### config.mk
export PLATFORM = sky130hd
export DESIGN_NAME = psh_mul
export DESIGN_NICKNAME = d
export VERILOG_FILES = /design/src/hdl/psh_pkg.sv /design/src/hdl/psh_mul.sv
export SDC_FILE = /design/constraint.sdc
export NUM_CORES = 2
export LEC_CHECK = 0
export ABC_AREA = 1
export BUFFER_PORTS_ARGS = -buffer_cell sky130_fd_sc_hd__buf_4
export CORE_AREA = 4 4 205 357
export CTS_CLUSTER_DIAMETER = 200
export DETAILED_ROUTE_END_ITERATION = 12
export DIE_AREA = 0 0 209 361
export HOLD_SLACK_MARGIN = 0.03
export PLACE_DENSITY = 0.69
export SYNTH_ARGS = -nofsm -noshare
export SYNTH_HDL_FRONTEND = slang
export SYNTH_SLANG_ARGS = --single-unit
### constraint.sdc
create_clock -name clk -period 8 [get_ports clk]
set_input_delay 0.8 -clock clk [delete_from_list [all_inputs] [get_ports clk]]
set_output_delay 0.8 -clock clk [all_outputs]
set_load 0.005 [all_outputs]
### src/hdl/psh_pkg.sv
// constants, microcode types and program rom for the polynomial surface height evaluator
package psh_pkg;

  localparam int MAX_ORDER   = 8;
  localparam int SCALE_SHIFT = 8;
  localparam int TABLE_DEPTH = 3 * MAX_ORDER + 5;
  localparam int ZMIN_SLOT   = 3 * MAX_ORDER + 3;
  localparam int ZMAX_SLOT   = 3 * MAX_ORDER + 4;
  localparam int ADDR_W      = $clog2(TABLE_DEPTH);
  localparam int ORD_W       = $clog2(MAX_ORDER + 1);

  localparam int IDX_W      = 5;
  localparam int WORD_W     = 48;
  localparam int COORD_W    = 32;
  localparam int FRAC_W     = 16;
  localparam int HALF_W     = WORD_W / 2;
  localparam int PROD_W     = 2 * WORD_W;
  localparam int DIFF_W     = WORD_W + 1;
  localparam int ZACC_W     = WORD_W + 1 + $clog2(3 * MAX_ORDER + 1);
  localparam int SQ_W       = 64;
  localparam int IN_DATA_W  = 120;
  localparam int OUT_DATA_W = 96;

  localparam logic signed [WORD_W-1:0] ONE_Q16 = WORD_W'(65536);

  localparam int PROG_LEN = 27;
  localparam int PC_W     = $clog2(PROG_LEN);
  localparam int LOOP_PC  = 13;

  typedef enum logic [4:0] {
    OP_NOP,
    OP_LD_U,
    OP_LD_V,
    OP_LD_Z,
    OP_LD_LO,
    OP_LD_HI,
    OP_M_UU,
    OP_M_VV,
    OP_M_PU,
    OP_M_PV,
    OP_M_PR,
    OP_M_TA,
    OP_M_TB,
    OP_M_TC,
    OP_CAP_SQ,
    OP_ADD_SQ,
    OP_SQ_INIT,
    OP_SQ_STEP,
    OP_LD_RHO,
    OP_CAP_PU,
    OP_CAP_PV,
    OP_CAP_PR,
    OP_ADD_Z,
    OP_INC_I,
    OP_FIN
  } op_t;

  typedef enum logic [2:0] {
    RD_X0,
    RD_Y0,
    RD_Z0,
    RD_ZMIN,
    RD_ZMAX,
    RD_A,
    RD_B,
    RD_C
  } rd_t;

  typedef enum logic [2:0] {
    C_NEXT,
    C_WAIT_MUL,
    C_WAIT_SQRT,
    C_WAIT_OUT,
    C_LOOP
  } cond_t;

  typedef struct packed {
    op_t             op;
    rd_t             rd;
    cond_t           cond;
    logic [PC_W-1:0] tgt;
    logic            last;
  } ucode_t;

  function automatic ucode_t step(op_t op, rd_t rd, cond_t cond, int tgt, logic last);
    ucode_t w;
    w.op   = op;
    w.rd   = rd;
    w.cond = cond;
    w.tgt  = PC_W'(tgt);
    w.last = last;
    return w;
  endfunction

  function automatic logic signed [COORD_W-1:0] sat32(input logic signed [63:0] v);
    logic signed [63:0] hi;
    logic signed [63:0] lo;
    hi = 64'sh0000_0000_7FFF_FFFF;
    lo = -hi - 64'sd1;
    if (v > hi) return hi[COORD_W-1:0];
    if (v < lo) return lo[COORD_W-1:0];
    return v[COORD_W-1:0];
  endfunction

  localparam ucode_t PROGRAM [PROG_LEN] = '{
    step(OP_NOP,     RD_X0,   C_NEXT,      0,       1'b0),
    step(OP_LD_U,    RD_Y0,   C_NEXT,      0,       1'b0),
    step(OP_LD_V,    RD_Z0,   C_NEXT,      0,       1'b0),
    step(OP_LD_Z,    RD_ZMIN, C_NEXT,      0,       1'b0),
    step(OP_LD_LO,   RD_ZMAX, C_NEXT,      0,       1'b0),
    step(OP_LD_HI,   RD_X0,   C_NEXT,      0,       1'b0),
    step(OP_M_UU,    RD_X0,   C_NEXT,      0,       1'b0),
    step(OP_CAP_SQ,  RD_X0,   C_WAIT_MUL,  0,       1'b0),
    step(OP_M_VV,    RD_X0,   C_NEXT,      0,       1'b0),
    step(OP_ADD_SQ,  RD_X0,   C_WAIT_MUL,  0,       1'b0),
    step(OP_SQ_INIT, RD_X0,   C_NEXT,      0,       1'b0),
    step(OP_SQ_STEP, RD_X0,   C_WAIT_SQRT, 0,       1'b0),
    step(OP_LD_RHO,  RD_X0,   C_NEXT,      0,       1'b0),
    step(OP_M_PU,    RD_X0,   C_NEXT,      0,       1'b0),
    step(OP_CAP_PU,  RD_A,    C_WAIT_MUL,  0,       1'b0),
    step(OP_M_TA,    RD_X0,   C_NEXT,      0,       1'b0),
    step(OP_ADD_Z,   RD_X0,   C_WAIT_MUL,  0,       1'b0),
    step(OP_M_PV,    RD_X0,   C_NEXT,      0,       1'b0),
    step(OP_CAP_PV,  RD_B,    C_WAIT_MUL,  0,       1'b0),
    step(OP_M_TB,    RD_X0,   C_NEXT,      0,       1'b0),
    step(OP_ADD_Z,   RD_X0,   C_WAIT_MUL,  0,       1'b0),
    step(OP_M_PR,    RD_X0,   C_NEXT,      0,       1'b0),
    step(OP_CAP_PR,  RD_C,    C_WAIT_MUL,  0,       1'b0),
    step(OP_M_TC,    RD_X0,   C_NEXT,      0,       1'b0),
    step(OP_ADD_Z,   RD_X0,   C_WAIT_MUL,  0,       1'b0),
    step(OP_INC_I,   RD_X0,   C_LOOP,      LOOP_PC, 1'b0),
    step(OP_FIN,     RD_X0,   C_WAIT_OUT,  0,       1'b1)
  };

endpackage

### src/hdl/psh_mul.sv
// iterative unsigned multiplier, four half-width partial products formed one at a time
module psh_mul (
  input  logic                          clk,
  input  logic                          rst,
  input  logic                          start,
  input  logic [psh_pkg::WORD_W-1:0]    a_mag,
  input  logic [psh_pkg::WORD_W-1:0]    b_mag,
  output logic                          done,
  output logic [psh_pkg::PROD_W-1:0]    prod
);

  logic                          active;
  logic [2:0]                    ph;
  logic [psh_pkg::WORD_W-1:0]    a_q;
  logic [psh_pkg::WORD_W-1:0]    b_q;
  logic [psh_pkg::HALF_W-1:0]    op_a;
  logic [psh_pkg::HALF_W-1:0]    op_b;
  logic [2*psh_pkg::HALF_W-1:0]  pp;
  logic [2*psh_pkg::HALF_W-1:0]  pp_next;
  logic [psh_pkg::PROD_W-1:0]    addend;

  assign op_a    = ph[1] ? a_q[psh_pkg::WORD_W-1:psh_pkg::HALF_W] : a_q[psh_pkg::HALF_W-1:0];
  assign op_b    = ph[0] ? b_q[psh_pkg::WORD_W-1:psh_pkg::HALF_W] : b_q[psh_pkg::HALF_W-1:0];
  assign pp_next = op_a * op_b;

  // weight of the partial product formed in the previous phase
  always_comb begin
    case (ph)
      3'd1:    addend = psh_pkg::PROD_W'(pp);
      3'd4:    addend = psh_pkg::PROD_W'(pp) << (2 * psh_pkg::HALF_W);
      default: addend = psh_pkg::PROD_W'(pp) << psh_pkg::HALF_W;
    endcase
  end

  always_ff @(posedge clk) begin
    if (rst) begin
      active <= 1'b0;
      done   <= 1'b0;
      ph     <= 3'd0;
    end else begin
      done <= 1'b0;
      if (start) begin
        active <= 1'b1;
        ph     <= 3'd0;
      end else if (active) begin
        ph <= ph + 3'd1;
        if (ph == 3'd4) begin
          active <= 1'b0;
          done   <= 1'b1;
        end
      end
    end
  end

  always_ff @(posedge clk) begin
    if (start) begin
      a_q  <= a_mag;
      b_q  <= b_mag;
      prod <= '0;
    end else if (active) begin
      pp <= pp_next;
      if (ph != 3'd0) prod <= prod + addend;
    end
  end

endmodule
==> results.py <==
metrics = {
    "run_status": {
        "status": "finished, final reports clean",
    },
    "routing": {
        "dr.pass1.iters": 9,
        "viasPerCell": 5.52,
        "wl_per_cell_um": 24.9,
        "num_vias": 36700,
        "ant_nets": 0,
        "drt_iter0_drc": 3086,
        "postRouteWirelength_um": 165000,
        "drc": 0,
    },
    "yosys": {
        "syn_nets": 6347,
        "ys.warnings.count": 0,
        "synth_top_area_share_pct": 25.1,
        "syn_area_per_cell_um2": 7.00,
        "seq_area_frac_synth_pct": 16.5,
        "yosysTopAreaCell": "fa_1",
        "synth_area_um2": 38500,
        "synthTopCellsByCount": "nand2_1, inv_1, nor2_1",
        "yosysUniqueCellTypes": 50,
        "synth_seq_cells": 245,
        "synth_area_leaders": "fa_1, nand2_1, inv_1",
        "yosysMostFrequentCell": "nand2_1",
        "synth_cells": 5493,
        "ys_async_sr_fraction_pct": 0,
        "synth-edff-count": 144,
        "synthFlopType": "edfxtp_1",
    },
    "clock_tree": {
        "cts_tree": "built",
        "hold_buffers": 0,
        "clk_latency_ps": 650,
        "numCtsBuffers": 27,
        "clock_path_buffers": 3,
        "cts.htree.levels": 1,
        "cts.reportedPaths.clkPinSlew_ps": 70,
        "numClockSinks": 245,
        "ctsRootBufferMaster": "clkbuf_16",
    },
    "global_routing": {
        "grt_pass1_vias": 38400,
        "grt_pass1_wl_um": 239000,
        "grt_overflow_total": 0,
        "antenna_found_initial": 1,
        "grt_max_degree": 149,
        "grt_usage_pct": 43.4,
    },
    "final_layout": {
        "drive_gt1_share_pct": 11.0,
        "fillers": 6741,
        "syn2layout_area_growth_pct": 10.8,
        "regArea_um2": 6350,
        "antenna_cells": 0,
        "multiInputGateArea_um2": 26500,
        "final_nets": 6566,
        "final_cells": 6650,
    },
    "floorplan": {
        "die-area_um2": 75400,
        "die_height_um": 361,
        "rows": 129,
        "io_pins": 196,
        "fp.coreArea_um2": 70400,
        "start_util_pct": 54.7,
        "dieWidth_um": 209,
    },
    "sta": {
        "hold_viol": 0,
        "fmax_mhz": 127,
        "setup_viol": 0,
        "drv_slew": 0,
        "slew_headroom_pct": 15.1,
        "finClkSkew_ps": 23.2,
        "fin_crit_sh_pct": 98.4,
        "worst_slew_pin_slew_ps": 1260,
        "period_needed_ps": 7870,
    },
    "worst_setup_path": {
        "required_ps": 8370,
        "worst_path_most_repeated_cell": "fa_1",
        "critPathKind": "flip-flop to flip-flop",
        "arrival_ps": 8240,
        "r2r-start": "ph[0]",
        "cp_slowest_cell": "o21ai_2",
        "crit_path_start": "ph[0]",
        "max_stage_delay_ps": 730,
        "reg2reg_slack_ps": 130,
        "end_kind": "flip-flop",
        "startpoint_type": "flip-flop",
        "path_max_fanout": 27,
        "timing.rr.end": "pp[39]",
        "ff2ff_path_depth": 25,
    },
    "placed_design": {
        "dp_cells": 6589,
        "place_hpwl_um": 138000,
        "io_buffers": 195,
        "place_congestion": 1.16,
    },
    "min_path": {
        "worstHoldPathCells": 2,
        "hp-class": "input port to flip-flop",
        "hold_start": "rst",
        "min_to": "active",
    },
    "job": {
        "max-cap-violations": 0,
    },
}
==> sequential cells by signal, indices dropped and copies added, names as in the netlist <==
register and count:
a_q 48, active 1, b_q 48, done 1, ph 3, pp 48, prod 96
==> area by class of cell <==
| class | count | area share (%) |
|---|---|---|
| repair inverters | 1 | 0.0176 |
| flip-flops and latches | 245 | 14.9 |
| repair buffers | 325 | 5.88 |
| inverters | 1369 | 12.1 |
| clock buffers | 32 | 1.65 |
| multi-input cells | 3743 | 62.1 |
| clock inverters | 18 | 0.660 |
| well taps | 917 | 2.69 |
==> worst max-delay path: cells and delay by family, from the launching register on <==
family / cells / cell delay, ps
AOI/OAI and AO/OA: 1 / 730
buffers and inverters: 8 / 940
and+or+nand+nor: 7 / 1560
adders and majority gates: 8 / 3890
xor gates and xnor gates: 1 / 100
DFF: 1 / 380
==> cells by family after synthesis <==
family / share of synthesized area [%]
buffers and inverters: 15.0
multiplexers: 0.0520
flip-flops: 16.5
XOR/XNOR: 2.09
AND/OR/NAND/NOR: 26.8
AO/OA/AOI/OAI: 5.63
adder cells (fa/ha/maj): 34.0
==> worst max path at each step <==
stage                     depth (start not counted)      to
final                                            25  pp[39]
after global routing                             27  pp[39]
after floorplan                                  29  pp[45]
after global placement                           25  pp[34]
after detailed placement                         27  pp[34]
after CTS                                        26  pp[35]
==> timing repair <==
item                                    4_1_cts  5_1_grt
resized for setup                             2       43
buffers inserted                              0        9
endpoints found under the setup margin        1       21
cloned                                        0        2
pin swaps                                     0        5
==> metrics by stage <==
stage | hold WS, ps | util (%) | setup slack (ps) | cell area [um^2] | setup TNS (ps)
6_report | 314 | 60.6 | 128 | 42600 | 0
5_1_grt | 306 | 60.6 | -27.0 | 42600 | -27.0
4_1_cts | 299 | 60.3 | 65.8 | 42400 | 0
3_5_place_dp | 514 | 58.9 | -138 | 41400 | -138
3_3_place_gp | 497 | 58.9 | -142 | 41400 | -142
2_1_floorplan | 474 | - | 1230 | 38500 | 0
==> cell usage in the layout (no fill, tap or decap), types with 27 or more instances in the layout <==
cell type | synthesis | final
or2_2 | 46 | 46
edfxtp_1 | 144 | 144
clkbuf_16 | 0 | 27
inv_1 | 1324 | 1317
buf_4 | 1 | 313
ha_1 | 272 | 271
inv_2 | 39 | 44
nand2_1 | 1384 | 1382
fa_1 | 483 | 483
nor2_2 | 56 | 58
nand2_2 | 29 | 31
nand3_1 | 127 | 125
o22ai_1 | 48 | 48
a21oi_1 | 134 | 130
xor2_1 | 74 | 73
o21ai_0 | 132 | 110
nand4_1 | 37 | 37
nor2_1 | 766 | 761
dfxtp_1 | 101 | 100
==> routing by layer <==
layer	up-vias	track usage [%]	wire length [um]
met5	-	0	0
met4	0	48.9	25400
met3	903	8.85	11500
met2	1846	76.2	80900
met1	17300	38.4	47600
li1	16700	-	-
Power is left out: the tool's default activity adds up to more than one toggle a clock period on the data nets, which glitch-free logic cannot reach.
